===== config.mk =====
export PLATFORM = sky130hd
export DESIGN_NAME = gauss_lattice_basis_reduction_core
export DESIGN_NICKNAME = d
export VERILOG_FILES = /design/src/sv/glbr_pkg.sv /design/src/sv/glbr_ctrl.sv /design/src/sv/glbr_dp.sv /design/src/sv/gauss_lattice_basis_reduction_core.sv
export SDC_FILE = /design/constraint.sdc
export NUM_CORES = 2
export LEC_CHECK = 0
export ABC_AREA = 0
export BUFFER_PORTS_ARGS = -buffer_cell sky130_fd_sc_hd__buf_2
export CORE_UTILIZATION = 50
export DETAILED_ROUTE_END_ITERATION = 10
export GPL_TIMING_DRIVEN = 0
export PLACE_DENSITY_LB_ADDON = 0.15
export SKIP_LAST_GASP = 1
export SLEW_MARGIN = 20
export SYNTH_ARGS = -nofsm -noshare
export SYNTH_HDL_FRONTEND = slang
export SYNTH_SLANG_ARGS = --single-unit

===== constraint.sdc =====
create_clock -name clk -period 11 [get_ports clk]
set_clock_uncertainty 0.1 [all_clocks]
set_input_delay 0.55 -clock clk [delete_from_list [all_inputs] [get_ports clk]]
set_output_delay 0.55 -clock clk [all_outputs]
set_load 0.02 [all_outputs]

===== src/sv/glbr_pkg.sv =====
// shared types and codes for the gauss lattice basis reduction core
`timescale 1ns / 1ps

package glbr_pkg;

	typedef enum logic [4:0] {
		S_IDLE,
		S_DUV0,
		S_NEG,
		S_DUU,
		S_DVV,
		S_ORD,
		S_RUV,
		S_DIV0,
		S_DIV,
		S_QFIX,
		S_UPD,
		S_ROT,
		S_RVV,
		S_LOOP,
		S_CUV,
		S_CSEL,
		S_CTT,
		S_CFIN,
		S_OUT
	} state_t;

	typedef enum logic [3:0] {
		OP_NOP,
		OP_LOAD,
		OP_DOT,
		OP_NEGV,
		OP_SWAP,
		OP_DIV_INIT,
		OP_DIV_STEP,
		OP_QFIX,
		OP_UPD,
		OP_ROT,
		OP_SETLIM,
		OP_TDIFF,
		OP_FIN_A,
		OP_FIN_B,
		OP_OUT
	} op_t;

	typedef enum logic [1:0] {
		DOT_UV,
		DOT_UU,
		DOT_VV,
		DOT_TT
	} dsel_t;

	typedef struct packed {
		op_t         op;
		dsel_t       dsel;
		logic [1:0]  idx;
	} cmd_t;

	typedef struct packed {
		logic uv_neg;
		logic uu_lt_vv;
		logic vv_lt_uu;
		logic d2_lt_vv;
		logic vv_lt_tt;
	} flags_t;

	localparam logic [1:0] ST_REDUCED = 2'd0;
	localparam logic [1:0] ST_LIMIT   = 2'd1;
	localparam logic [1:0] ST_SAT     = 2'd2;

endpackage


===== src/sv/glbr_ctrl.sv =====
// sequencer for the reduction rounds and the output beat
`timescale 1ns / 1ps

module glbr_ctrl import glbr_pkg::*; #(
	parameter int COORD_BITS = 24,
	parameter int MAX_ROUNDS = 64
) (
	input  logic   clk,
	input  logic   arst_n,
	input  logic   s_tvalid,
	output logic   s_tready,
	output logic   m_tvalid,
	input  logic   m_tready,
	input  flags_t flags,
	output cmd_t   cmd
);

	localparam int CNT_W = $clog2(COORD_BITS);
	localparam int RW    = $clog2(MAX_ROUNDS + 1);

	state_t           state_q, state_d;
	logic [CNT_W-1:0] cnt_q;
	logic [RW-1:0]    rounds_q;
	logic             m_valid_q;
	logic             dot_last;
	logic             div_last;
	logic             out_free;

	assign dot_last = (cnt_q == CNT_W'(3));
	assign div_last = (cnt_q == CNT_W'(COORD_BITS - 1));
	assign out_free = !m_valid_q || m_tready;
	assign s_tready = (state_q == S_IDLE);
	assign m_tvalid = m_valid_q;

	always_comb begin
		state_d = state_q;
		unique case (state_q)
			S_IDLE: if (s_tvalid) state_d = S_DUV0;
			S_DUV0: if (dot_last) state_d = S_NEG;
			S_NEG:  state_d = S_DUU;
			S_DUU:  if (dot_last) state_d = S_DVV;
			S_DVV:  if (dot_last) state_d = S_ORD;
			S_ORD:  state_d = S_RUV;
			S_RUV:  if (dot_last) state_d = S_DIV0;
			S_DIV0: state_d = S_DIV;
			S_DIV:  if (div_last) state_d = S_QFIX;
			S_QFIX: state_d = S_UPD;
			S_UPD:  if (dot_last) state_d = S_ROT;
			S_ROT:  state_d = S_RVV;
			S_RVV:  if (dot_last) state_d = S_LOOP;
			S_LOOP: begin
				if (flags.vv_lt_uu && (rounds_q < RW'(MAX_ROUNDS))) state_d = S_RUV;
				else state_d = S_CUV;
			end
			S_CUV:  if (dot_last) state_d = S_CSEL;
			S_CSEL: begin
				if (flags.d2_lt_vv) state_d = S_OUT;
				else state_d = S_CTT;
			end
			S_CTT:  if (dot_last) state_d = S_CFIN;
			S_CFIN: state_d = S_OUT;
			S_OUT:  if (out_free) state_d = S_IDLE;
			default: state_d = S_IDLE;
		endcase
	end

	always_comb begin
		cmd.op   = OP_NOP;
		cmd.dsel = DOT_UV;
		cmd.idx  = cnt_q[1:0];
		unique case (state_q)
			S_IDLE: if (s_tvalid) cmd.op = OP_LOAD;
			S_DUV0: cmd.op = OP_DOT;
			S_NEG:  if (flags.uv_neg) cmd.op = OP_NEGV;
			S_DUU: begin
				cmd.op   = OP_DOT;
				cmd.dsel = DOT_UU;
			end
			S_DVV: begin
				cmd.op   = OP_DOT;
				cmd.dsel = DOT_VV;
			end
			S_ORD:  if (flags.uu_lt_vv) cmd.op = OP_SWAP;
			S_RUV:  cmd.op = OP_DOT;
			S_DIV0: cmd.op = OP_DIV_INIT;
			S_DIV:  cmd.op = OP_DIV_STEP;
			S_QFIX: cmd.op = OP_QFIX;
			S_UPD:  cmd.op = OP_UPD;
			S_ROT:  cmd.op = OP_ROT;
			S_RVV: begin
				cmd.op   = OP_DOT;
				cmd.dsel = DOT_VV;
			end
			S_LOOP: begin
				if (!(flags.vv_lt_uu && (rounds_q < RW'(MAX_ROUNDS)))) cmd.op = OP_SETLIM;
			end
			S_CUV:  cmd.op = OP_DOT;
			S_CSEL: begin
				if (flags.d2_lt_vv) cmd.op = OP_SWAP;
				else cmd.op = OP_TDIFF;
			end
			S_CTT: begin
				cmd.op   = OP_DOT;
				cmd.dsel = DOT_TT;
			end
			S_CFIN: begin
				if (flags.vv_lt_tt) cmd.op = OP_FIN_A;
				else cmd.op = OP_FIN_B;
			end
			S_OUT:  if (out_free) cmd.op = OP_OUT;
			default: cmd.op = OP_NOP;
		endcase
	end

	always_ff @(posedge clk or negedge arst_n) begin
		if (!arst_n) begin
			state_q   <= S_IDLE;
			cnt_q     <= '0;
			rounds_q  <= '0;
			m_valid_q <= 1'b0;
		end else begin
			state_q <= state_d;
			if (state_d != state_q) cnt_q <= '0;
			else cnt_q <= cnt_q + CNT_W'(1);
			if (state_q == S_ORD) rounds_q <= '0;
			else if (state_q == S_ROT) rounds_q <= rounds_q + RW'(1);
			if (state_q == S_OUT && out_free) m_valid_q <= 1'b1;
			else if (m_tready) m_valid_q <= 1'b0;
		end
	end

	a_rounds_bound: assert property (@(posedge clk) disable iff (!arst_n)
		rounds_q <= RW'(MAX_ROUNDS))
		else $error("round count past limit");

	a_accept_busy: assert property (@(posedge clk) disable iff (!arst_n)
		(s_tvalid && s_tready) |=> !s_tready)
		else $error("accepted a beat while busy");

	a_out_load: assert property (@(posedge clk) disable iff (!arst_n)
		(state_q == S_OUT && out_free) |=> (m_tvalid && state_q == S_IDLE))
		else $error("result not presented after load");

	a_dot_cnt: assert property (@(posedge clk) disable iff (!arst_n)
		(cmd.op == OP_DOT || cmd.op == OP_UPD) |-> cnt_q <= CNT_W'(3))
		else $error("dot step counter overran");

endmodule


===== src/sv/glbr_dp.sv =====
// datapath: vectors, dot product mac, quotient divider and clamping
`timescale 1ns / 1ps

module glbr_dp import glbr_pkg::*; #(
	parameter int COORD_BITS = 24
) (
	input  logic                         clk,
	input  logic                         arst_n,
	input  cmd_t                         cmd,
	input  logic signed [COORD_BITS-1:0] in_a [3],
	input  logic signed [COORD_BITS-1:0] in_b [3],
	output flags_t                       flags,
	output logic signed [COORD_BITS-1:0] res_u [3],
	output logic signed [COORD_BITS-1:0] res_v [3],
	output logic [1:0]                   res_status
);

	localparam int C   = COORD_BITS;
	localparam int MW  = C + 2;
	localparam int PW  = 2 * MW;
	localparam int DW  = PW;
	localparam int QW  = C + 2;
	localparam int XW  = DW + C - 1;
	localparam logic signed [C-1:0] CMAX = {1'b0, {(C-1){1'b1}}};
	localparam logic signed [C-1:0] CMIN = {1'b1, {(C-1){1'b0}}};

	logic signed [C-1:0]  u_q [3];
	logic signed [C-1:0]  v_q [3];
	logic signed [C:0]    t_q [3];
	logic signed [DW-1:0] uu_q, vv_q, uv_q, tt_q, acc_q;
	logic signed [PW-1:0] prod_s1;
	logic [DW-1:0]        r_q;
	logic [XW-1:0]        ds_q;
	logic [C-1:0]         qmag_q;
	logic                 neg_q, ovf_q, zero_q;
	logic signed [QW-1:0] q_q;
	logic                 sat_q, lim_q;
	logic signed [C-1:0]  res_u_q [3];
	logic signed [C-1:0]  res_v_q [3];
	logic [1:0]           res_st_q;

	logic signed [MW-1:0] mul_a, mul_b;
	logic signed [PW-1:0] prod;
	logic signed [DW-1:0] dot_sum;
	logic [1:0]           k2, kp;
	logic [C:0]           upd_cl;
	logic [DW-1:0]        mag;
	logic                 ge;
	logic [C:0]           qm;
	logic signed [QW-1:0] qpos, qval;
	logic [C:0]           negc [3];
	logic [C:0]           tcl [3];

	function automatic logic [C:0] clampc(input logic signed [PW:0] x);
		logic signed [PW:0] hi, lo;
		logic [C:0] r;
		hi = (PW+1)'(CMAX);
		lo = (PW+1)'(CMIN);
		if (x < lo) r = {1'b1, CMIN};
		else if (x > hi) r = {1'b1, CMAX};
		else r = {1'b0, x[C-1:0]};
		return r;
	endfunction

	assign k2 = (cmd.idx == 2'd3) ? 2'd0 : cmd.idx;
	assign kp = (cmd.idx == 2'd0) ? 2'd0 : cmd.idx - 2'd1;

	always_comb begin
		mul_a = MW'(u_q[k2]);
		mul_b = MW'(v_q[k2]);
		if (cmd.op == OP_UPD) begin
			mul_a = q_q;
		end else begin
			unique case (cmd.dsel)
				DOT_UV: begin
					mul_a = MW'(u_q[k2]);
					mul_b = MW'(v_q[k2]);
				end
				DOT_UU: begin
					mul_a = MW'(u_q[k2]);
					mul_b = MW'(u_q[k2]);
				end
				DOT_VV: begin
					mul_a = MW'(v_q[k2]);
					mul_b = MW'(v_q[k2]);
				end
				DOT_TT: begin
					mul_a = MW'(t_q[k2]);
					mul_b = MW'(t_q[k2]);
				end
				default: mul_a = '0;
			endcase
		end
	end

	assign prod    = mul_a * mul_b;
	assign dot_sum = acc_q + prod_s1;
	assign upd_cl  = clampc((PW+1)'(u_q[kp]) - (PW+1)'(prod_s1));

	assign mag = uv_q[DW-1] ? DW'(-uv_q) : DW'(uv_q);
	assign ge  = ({{(C-1){1'b0}}, r_q} >= ds_q);
	assign qm  = ovf_q ? {1'b1, {C{1'b0}}} : {1'b0, qmag_q};
	assign qpos = QW'(qm);
	assign qval = zero_q ? '0 :
		(neg_q ? (-qpos - QW'(r_q != '0)) : qpos);

	always_comb begin
		for (int i = 0; i < 3; i++) begin
			negc[i] = clampc(-((PW+1)'(v_q[i])));
			tcl[i]  = clampc((PW+1)'(t_q[i]));
		end
	end

	assign flags.uv_neg   = uv_q[DW-1];
	assign flags.uu_lt_vv = uu_q < vv_q;
	assign flags.vv_lt_uu = vv_q < uu_q;
	assign flags.d2_lt_vv = $signed({uv_q, 1'b0}) < (DW+1)'(vv_q);
	assign flags.vv_lt_tt = vv_q < tt_q;

	always_ff @(posedge clk) begin
		prod_s1 <= prod;
		unique case (cmd.op)
			OP_LOAD: begin
				for (int i = 0; i < 3; i++) begin
					u_q[i] <= in_a[i];
					v_q[i] <= in_b[i];
				end
			end
			OP_DOT: begin
				acc_q <= (cmd.idx == 2'd0) ? '0 : dot_sum;
				if (cmd.idx == 2'd3) begin
					unique case (cmd.dsel)
						DOT_UV: uv_q <= dot_sum;
						DOT_UU: uu_q <= dot_sum;
						DOT_VV: vv_q <= dot_sum;
						DOT_TT: tt_q <= dot_sum;
						default: uv_q <= dot_sum;
					endcase
				end
			end
			OP_NEGV: begin
				for (int i = 0; i < 3; i++) v_q[i] <= negc[i][C-1:0];
			end
			OP_SWAP: begin
				for (int i = 0; i < 3; i++) begin
					u_q[i] <= v_q[i];
					v_q[i] <= u_q[i];
				end
				uu_q <= vv_q;
				vv_q <= uu_q;
			end
			OP_DIV_INIT: begin
				r_q    <= mag;
				neg_q  <= uv_q[DW-1];
				ds_q   <= {vv_q, {(C-1){1'b0}}};
				ovf_q  <= (mag >> C) >= DW'(vv_q);
				zero_q <= (vv_q == '0);
				qmag_q <= '0;
			end
			OP_DIV_STEP: begin
				if (ge) r_q <= r_q - ds_q[DW-1:0];
				qmag_q <= {qmag_q[C-2:0], ge};
				ds_q   <= ds_q >> 1;
			end
			OP_QFIX: q_q <= qval;
			OP_UPD: begin
				if (cmd.idx != 2'd0) t_q[kp] <= (C+1)'($signed(upd_cl[C-1:0]));
			end
			OP_ROT: begin
				for (int i = 0; i < 3; i++) begin
					u_q[i] <= v_q[i];
					v_q[i] <= t_q[i][C-1:0];
				end
				uu_q <= vv_q;
			end
			OP_TDIFF: begin
				for (int i = 0; i < 3; i++) t_q[i] <= (C+1)'(u_q[i]) - (C+1)'(v_q[i]);
			end
			OP_FIN_A: begin
				for (int i = 0; i < 3; i++) begin
					u_q[i] <= v_q[i];
					v_q[i] <= tcl[i][C-1:0];
				end
			end
			OP_FIN_B: begin
				for (int i = 0; i < 3; i++) begin
					u_q[i] <= tcl[i][C-1:0];
					v_q[i] <= negc[i][C-1:0];
				end
			end
			OP_OUT: begin
				for (int i = 0; i < 3; i++) begin
					res_u_q[i] <= u_q[i];
					res_v_q[i] <= v_q[i];
				end
				res_st_q <= sat_q ? ST_SAT : (lim_q ? ST_LIMIT : ST_REDUCED);
			end
			default: ;
		endcase
	end

	always_ff @(posedge clk or negedge arst_n) begin
		if (!arst_n) begin
			sat_q <= 1'b0;
			lim_q <= 1'b0;
		end else begin
			unique case (cmd.op)
				OP_LOAD: begin
					sat_q <= 1'b0;
					lim_q <= 1'b0;
				end
				OP_NEGV:   sat_q <= sat_q | negc[0][C] | negc[1][C] | negc[2][C];
				OP_UPD:    if (cmd.idx != 2'd0) sat_q <= sat_q | upd_cl[C];
				OP_SETLIM: lim_q <= flags.vv_lt_uu;
				OP_FIN_A:  sat_q <= sat_q | tcl[0][C] | tcl[1][C] | tcl[2][C];
				OP_FIN_B: begin
					sat_q <= sat_q | tcl[0][C] | tcl[1][C] | tcl[2][C]
						| negc[0][C] | negc[1][C] | negc[2][C];
				end
				default: ;
			endcase
		end
	end

	assign res_u      = res_u_q;
	assign res_v      = res_v_q;
	assign res_status = res_st_q;

	a_div_ovf_ds: assert property (@(posedge clk) disable iff (!arst_n)
		(cmd.op == OP_DIV_STEP && ge) |-> ds_q[XW-1:DW] == '0)
		else $error("divider subtrahend wider than remainder");

	a_dd_nonneg: assert property (@(posedge clk) disable iff (!arst_n)
		(cmd.op == OP_DIV_INIT) |-> !vv_q[DW-1])
		else $error("negative squared length");

	a_upd_sat: assert property (@(posedge clk) disable iff (!arst_n)
		(cmd.op == OP_UPD && cmd.idx != 2'd0 && upd_cl[C]) |=> sat_q)
		else $error("saturation not recorded");

endmodule


===== src/sv/gauss_lattice_basis_reduction_core.sv =====
// Gauss lattice basis reduction core: a beat carries two 3D fixed point
// vectors, the result beat carries the reduced pair and a status code.
// s_tdata fields from bit 0: a_x, a_y, a_z, b_x, b_y, b_z, each COORD_BITS
// signed, zero padded to whole bytes. m_tdata: first_x, first_y, first_z,
// second_x, second_y, second_z likewise; m_tuser holds status (0 reduced,
// 1 round limit reached, 2 coordinate saturated).
// One pair is worked at a time. Setup runs from the accept through three
// dot products, the sign fix and the ordering; each round holds two dot
// products on the single multiplier, a one-bit-per-cycle quotient divider
// with a setup and a fixup step, a vector update, the rotate and the loop
// test; then the closing step and an output load. The count of rounds,
// at most MAX_ROUNDS, sets how long a pair occupies the core.
// The result sits in an output register; a new beat is taken while it
// waits, and a stalled receiver only holds the next result back at the
// output load. Reset empties the output and returns to idle.
`timescale 1ns / 1ps

module gauss_lattice_basis_reduction_core import glbr_pkg::*; #(
	parameter int COORD_BITS = 24,
	parameter int MAX_ROUNDS = 64
) (
	input  logic                                  clk,
	input  logic                                  arst_n,
	input  logic                                  s_tvalid,
	output logic                                  s_tready,
	// a_x, a_y, a_z, b_x, b_y, b_z
	input  logic [((6*COORD_BITS+7)/8)*8-1:0]     s_tdata,
	output logic                                  m_tvalid,
	input  logic                                  m_tready,
	// first_x, first_y, first_z, second_x, second_y, second_z
	output logic [((6*COORD_BITS+7)/8)*8-1:0]     m_tdata,
	// status
	output logic [1:0]                            m_tuser
);

	localparam int C    = COORD_BITS;
	localparam int TD_W = ((6*COORD_BITS+7)/8)*8;

	logic signed [C-1:0] in_a [3];
	logic signed [C-1:0] in_b [3];
	logic signed [C-1:0] res_u [3];
	logic signed [C-1:0] res_v [3];
	logic [6*C-1:0]      res_bus;
	cmd_t                cmd;
	flags_t              flags;

	always_comb begin
		for (int i = 0; i < 3; i++) begin
			in_a[i] = s_tdata[i*C +: C];
			in_b[i] = s_tdata[(i+3)*C +: C];
			res_bus[i*C +: C]     = res_u[i];
			res_bus[(i+3)*C +: C] = res_v[i];
		end
	end

	assign m_tdata = TD_W'(res_bus);

	glbr_ctrl #(
		.COORD_BITS(COORD_BITS),
		.MAX_ROUNDS(MAX_ROUNDS)
	) u_ctrl (
		.clk     (clk),
		.arst_n  (arst_n),
		.s_tvalid(s_tvalid),
		.s_tready(s_tready),
		.m_tvalid(m_tvalid),
		.m_tready(m_tready),
		.flags   (flags),
		.cmd     (cmd)
	);

	glbr_dp #(
		.COORD_BITS(COORD_BITS)
	) u_dp (
		.clk       (clk),
		.arst_n    (arst_n),
		.cmd       (cmd),
		.in_a      (in_a),
		.in_b      (in_b),
		.flags     (flags),
		.res_u     (res_u),
		.res_v     (res_v),
		.res_status(m_tuser)
	);

endmodule


# --- Word-level counts from Yosys, hierarchy flattened ---
# Memory sizes are Yosys's and may differ from the RTL's.
# Cells that the tools add are included.
word_totals:
  reg_bits: 658
  ramBits: 219
  mem_count: 3
mem_list:
  columns: ["memory", "depth", "word_bits", "rd", "rd_ports_with_merged_regs", "wr", "line_no", "source"]
  rows:
  - ["u_dp.t_q", 3, 25, 4, 0, 3, "glbr_dp.sv:29", "logic signed [C:0] t_q [3];"]
  - ["u_dp.u_q", 3, 24, 5, 0, 3, "glbr_dp.sv:27", "logic signed [C-1:0] u_q [3];"]
  - ["u_dp.v_q", 3, 24, 4, 0, 3, "glbr_dp.sv:28", "logic signed [C-1:0] v_q [3];"]
op_classes:
  addsub: 15
  mul: 1
  n_lt_le_gt_ge: 21
  eq_ne: 44
  mux: 112
  n_bitwise: 38
  reduce_logical: 30
ops:
  columns: ["operator", "n"]
  rows:
  - ["24-bit two-way mux", 27]
  - ["25-bit two-way mux", 17]
  - ["52-bit two-way mux", 6]
  - ["52-bit one-hot mux with 2 select lines", 3]
  - ["53-bit by 24-bit greater-than comparator with 1-bit output (second input constant)", 4]
  - ["53-bit by 24-bit less-than comparator with 1-bit output (second input constant)", 4]
  - ["24-bit negator with 53-bit output", 3]
  - ["52-bit less-than comparator", 3]
  - ["26-bit one-hot mux with 3 select lines", 2]
  - ["75-bit one-hot mux with 2 select lines", 1]
  - ["5-bit one-hot mux with 19 select lines", 1]
  - ["52-bit by 75-bit >= comparator with 1-bit output", 1]
  - ["25-bit by 24-bit greater-than comparator with 1-bit output (second input constant)", 3]
  - ["25-bit by 24-bit less-than comparator with 1-bit output (second input constant)", 3]
  - ["24-bit by 24-bit subtractor with 25-bit output", 3]
  - ["5-bit two-way mux", 12]
  - ["53-bit by 52-bit less-than comparator with 1-bit output", 1]
  - ["24-bit by 52-bit subtractor with 53-bit output", 1]
  - ["52-bit adder", 1]
  - ["28-bit by 52-bit >= comparator with 1-bit output", 1]
  - ["52-bit logical NOT", 1]
  - ["26-bit by 26-bit multiplier with 52-bit output", 1]
  - ["26-bit two-way mux", 2]
  - ["52-bit negator", 1]
  - ["other kinds (46)", 159]

# --- Longest topological paths before layout ---
depth:
  word_depth: 12
  mapped_depth: 42
  ltp_nobuf: 37

# --- By module ---
# Synthesis repeated with hierarchy kept, for this count alone.
hier_totals:
  hier_cells: 9267
  hier_area_um2: 84105.7
modules_own_cells:
  columns: ["module", "instances", "cells_per_inst", "area_per_inst_um2", "seq_area_each_um2"]
  rows:
  - ["glbr_dp", 1, 9109, 82698.1, 25264.2]
  - ["glbr_ctrl", 1, 158, 1407.6, 450.4]

# --- Least setup slack after synthesis ---
# No wires, ideal clock.
synth_timing:
  path_type: "reg2reg"
  startpoint: "reg u_ctrl.state_q[4]"
  endpoint: "mem u_dp.v_q[0][0] in the netlist's numbering, enable pin"
  setup_ns: 0.925
  arrival_time_ns: 10.384
  required_ns: 9.975
  path_slack_ns: -0.409
  stages_incl_launch_ff: 13
  n_path_buf: 4
  period_less_slack_ns: 11.409
  cell_sequence: "dfrtp_1 > clkbuf_1 > inv_1 > nor3_1 > nand2_1 > nor2_1 > nor4_1 > nand4_1 > o31a_1 > clkbuf_1 > clkbuf_1 > clkbuf_1 > nand3_1"
synth_lines:
  columns: ["item", "line_no", "source"]
  rows:
  - ["start, declared", "glbr_ctrl.sv:21", "state_t state_q, state_d;"]
  - ["start signal, assigned", "glbr_ctrl.sv:122", "state_q <= state_d;"]
  - ["end, declared", "glbr_dp.sv:28", null]

# --- Worst setup path after layout ---
layout_timing:
  startpoint: "reg u_ctrl.state_q[4]"
  endpoint: "reg u_dp.prod_s1[50]"
layout_between:
  elab_chain_len: 8
layout_lines:
  columns: ["item", "line_no", "source"]
  rows:
  - ["5-bit by 3-bit equality test with 1-bit output or 5-bit by 4-bit equality test with 1-bit output (tied branches)", "glbr_ctrl.sv:71", "unique case (state_q)"]
  - ["2-bit OR reduction (no line)", null, null]
  - ["2-bit one-hot mux with 3 select lines", "glbr_ctrl.sv:71", null]
  - ["2-bit by 1-bit equality test with 1-bit output (tied with other cells)", "glbr_dp.sv:74", "unique case (cmd.dsel)"]
  - ["2-bit OR reduction (no line)", null, null]
  - ["26-bit one-hot mux with 3 select lines", "glbr_dp.sv:74", null]
  - ["26-bit two-way mux", "glbr_dp.sv:71", "if (cmd.op == OP_UPD) begin"]
  - ["26-bit by 26-bit multiplier with 52-bit output (*)", "glbr_dp.sv:96", "assign prod = mul_a * mul_b;"]
  - ["via u_dp.prod[50]", "glbr_dp.sv:43", "logic signed [PW-1:0] prod;"]
  - ["end signal, assigned", "glbr_dp.sv:121", "prod_s1 <= prod;"]
  - ["end, declared", "glbr_dp.sv:31", "logic signed [PW-1:0] prod_s1;"]
# Mark *: on every way through the listed nets, which the timed path passes. The rest lies on a longest branch.
# A chain may end at the register's enable or synchronous reset.

==> reports/metrics.cfg <==
[run_status]
status=finished with violations
violations=DRC

[run]
drv_cap=0

[grt]
grt_overflow=0
antenna_found_initial=48
grt_pass1_vias=73897
grt_pass1_wl_um=535000
grt_max_degree=56
track_usage=0.437

[detailed_routing]
ant_nets=0
routed-via-count=77621
wl_per_cell_um=31.9
routed_wl_um=384000
drtIter0Drc=10422
route.detailed.drc=3
drt_pre_antenna_iters=11
via_per_inst=6.44

[placement]
dp_hpwl_um=314000
routabilityCongestion=1.10
portBuffers=295
place_ws_ns=-3.32

[timing]
hold_violations=0
maxSlewViolCount=0
setup_violations=0
hold_slack_ns=0.0178
fmax_ghz=0.0924
timing.final.crit_share=0.984
layout_min_cycle_time_ns=10.82
tightest_slew_ns=1.40
slew_headroom=0.0617
fin_ws_ns=0.180

[setup_path]
arrival_ns=11.45
cp.required_ns=11.63
cpPeakStageDelay_ns=0.71
critPathSlowestCell=fa_1
crit_type=reg2reg
crit_fanout=11
cp_common_cell=fa_1
worstSetupEndpointType=register
cp-start-kind=register

[clocking]
root_buffer=clkbuf_16
clkLatencyLatePin_ns=0.81
clockBufferDepth=3
clock_sinks=901
numCtsBuffers=105
clkTransAtPathRegs_ns=0.07
cts_max_level=3
cts_tree=done

[floorplanning]
io_pins=296
rows=151
die_h_um=415
initial_core_util=0.504
core_um2=169000
die_x_um=415
die-area_um2=173000

[layout]
multi_input_area_um2=54000
layout.nets=11183
ff_latch_area_um2=26400
areaGrowthSynthToFinish_pct=12.1
fillCellCount=15124
drive_gt1_frac=0.0977

[synthesis]
netlist_area_um2=85400
seq_area_frac_synth=0.309
yosysWarnings=0
syn-instance-count=9238
synthesis.nets=10697
synth_flop_cell=edfxtp_1
async_flop_share=0.0222
synthDistinctLibCells=86
avgSynthCellArea_um2=9.25
yosys_register_bits=901
synth-edff-count=829

[min_path]
hold_class=in2reg

[logic make-up (layout without fill, tap and decap cells)]
family,Yosys count,in the layout,share of synthesized area
and+or+nand+nor,2924,2924,0.155
AOI/OAI and AO/OA,1923,1923,0.143
xor gates and xnor gates,367,367,0.0376
buffers and inverters,1589,2161,0.0699
muxes,223,223,0.0303
other,0,22,0
adders and majority gates,1311,1311,0.255
DFF,901,901,0.309
[layout by cell type, fill, tap and decap left out, types with 32 or more instances in the layout]
cell type / synthesis / layout
mux2_2: 32 / 32
o31ai_1: 49 / 49
nand3_1: 128 / 126
dfxtp_1: 52 / 52
mux2i_1: 166 / 149
nor4_1: 81 / 76
xnor2_1: 265 / 256
nor2_1: 891 / 840
a21o_1: 143 / 142
and2_1: 81 / 80
buf_2: 4 / 314
nand4_1: 88 / 88
o221ai_1: 50 / 50
clkbuf_1: 382 / 283
a21oi_1: 498 / 478
a31oi_1: 54 / 53
and3_1: 80 / 77
o21ai_0: 564 / 559
nor2b_1: 110 / 110
ha_1: 594 / 593
edfxtp_1: 829 / 829
a211oi_1: 113 / 109
xor2_1: 102 / 99
o211ai_1: 54 / 54
clkbuf_2: 0 / 49
a221oi_1: 33 / 32
nand2_1: 1065 / 1053
buf_1: 48 / 32
or2_2: 41 / 32
buf_4: 0 / 61
clkbuf_16: 0 / 106
nor3_1: 144 / 139
fa_1: 717 / 714
inv_1: 1154 / 1153
o21a_1: 60 / 59
nand2b_1: 100 / 98
[area by class of cell]
cell class	count	share of cell area
multi-input cells	6748	0.563
flip-flops and latches	901	0.276
inverters	1155	0.0453
well taps	2218	0.0290
clock buffers	119	0.0283
repair buffers	404	0.0283
plain buffers	409	0.0188
clock inverters	74	0.0106
diodes	22	0.000575
[metrics by stage]
| step | util | TNS, ns | instances | area [um2] |
|---|---|---|---|---|
| final | 0.565 | 0 | 12050 | 95800 |
| after global routing | 0.565 | -0.00355 | 12028 | 95800 |
| after CTS | 0.562 | -0.0326 | 12008 | 95300 |
| after detailed placement | 0.536 | -49.32 | 11800 | 90800 |
| after global placement | 0.529 | -877.69 | 11751 | 89700 |
| after floorplan | - | 0 | 9238 | 85400 |
[worst max-delay path: cells and delay by family (launching register included)]
kind,cells,cell delay [ns]
compound gates,12,3.17
xor+xnor,1,0.14
fa+ha+maj,8,4.14
buf+inv,6,1.13
flops,1,0.69
simple gates,6,1.37
[sequential cells by signal, indices dropped and copies added (netlist names), 2 cells and up]
register	flops
u_dp.u_q	72
u_dp.res_v	72
u_dp.qmag_q	24
u_dp.vv_q	52
u_dp.uu_q	52
u_dp.acc_q	52
u_dp.res_u	72
u_ctrl.state_q	5
u_dp.tt_q	52
u_dp.ds_q	75
u_dp.res_status	2
u_ctrl.rounds_q	7
u_dp.uv_q	52
u_dp.q_q	26
u_ctrl.cnt_q	5
u_dp.t_q	99
u_dp.r_q	52
u_dp.v_q	72
u_dp.prod_s1	52
[layer usage]
metal / GRT usage / part of all wire / up-vias / wire length (um)
met1: 0.585 / 0.39 / 38577 / 150000
met5: 0.00250 / 0.0016 / - / 600
li1: - / - / 32821 / -
met2: 0.609 / 0.40 / 5072 / 155000
met4: 0.244 / 0.067 / 54 / 25700
met3: 0.159 / 0.14 / 1097 / 53200
[final timing paths]
kind / cells after the start / end / slack, ns / startpoint
worst max-delay path: 33 / u_dp.prod_s1[50] / 0.18 / u_ctrl.state_q[4]
worst min-delay path: 2 / u_dp.v_q[1][1] / 0.02 / s_tdata[97]
worst max register to register: 33 / u_dp.prod_s1[50] / 0.18 / u_ctrl.state_q[4]
worst min register to register: 0 / u_dp.res_v[32] / 0.34 / u_dp.v_q[1][8]
max in group asynchronous: 2 / u_ctrl.state_q[0] / 10.19 / arst_n
min in group asynchronous: 2 / u_ctrl.rounds_q[3] / 0.20 / arst_n
[cell usage after synthesis, types with 18 or more instances]
master,instances,share of area
inv_1,1154,0.051
nand2_1,1065,0.047
nor2_1,891,0.039
edfxtp_1,829,0.29
fa_1,717,0.17
ha_1,594,0.087
o21ai_0,564,0.033
a21oi_1,498,0.029
clkbuf_1,382,0.017
xnor2_1,265,0.027
mux2i_1,166,0.019
nor3_1,144,0.0084
a21o_1,143,0.013
nand3_1,128,0.0075
a211oi_1,113,0.0099
nor2b_1,110,0.0081
xor2_1,102,0.010
nand2b_1,100,0.0073
nand4_1,88,0.0064
and2_1,81,0.0059
nor4_1,81,0.0059
and3_1,80,0.0059
o21a_1,60,0.0053
a31oi_1,54,0.0040
o211ai_1,54,0.0047
dfxtp_1,52,0.012
o221ai_1,50,0.0051
o31ai_1,49,0.0043
buf_1,48,0.0021
or2_2,41,0.0030
a221oi_1,33,0.0034
mux2_2,32,0.0042
o21bai_1,32,0.0028
or3_1,28,0.0021
a221o_1,25,0.0029
mux4_2,25,0.0066
or4_1,25,0.0022
dfrtp_1,20,0.0059
a21boi_0,18,0.0016
a22oi_1,18,0.0016
[what timing repair did]
action	in CTS	in global routing
pin swaps	7	11
endpoints found under the setup margin	32	11
gates resized for setup	200	133
hold endpoints to repair	32	0
cloned	0	0
hold buffers	13	0
setup buffers	22	24
Power is left out: the tool's default activity adds up to more than one toggle a clock period on the data nets, which glitch-free logic cannot reach.
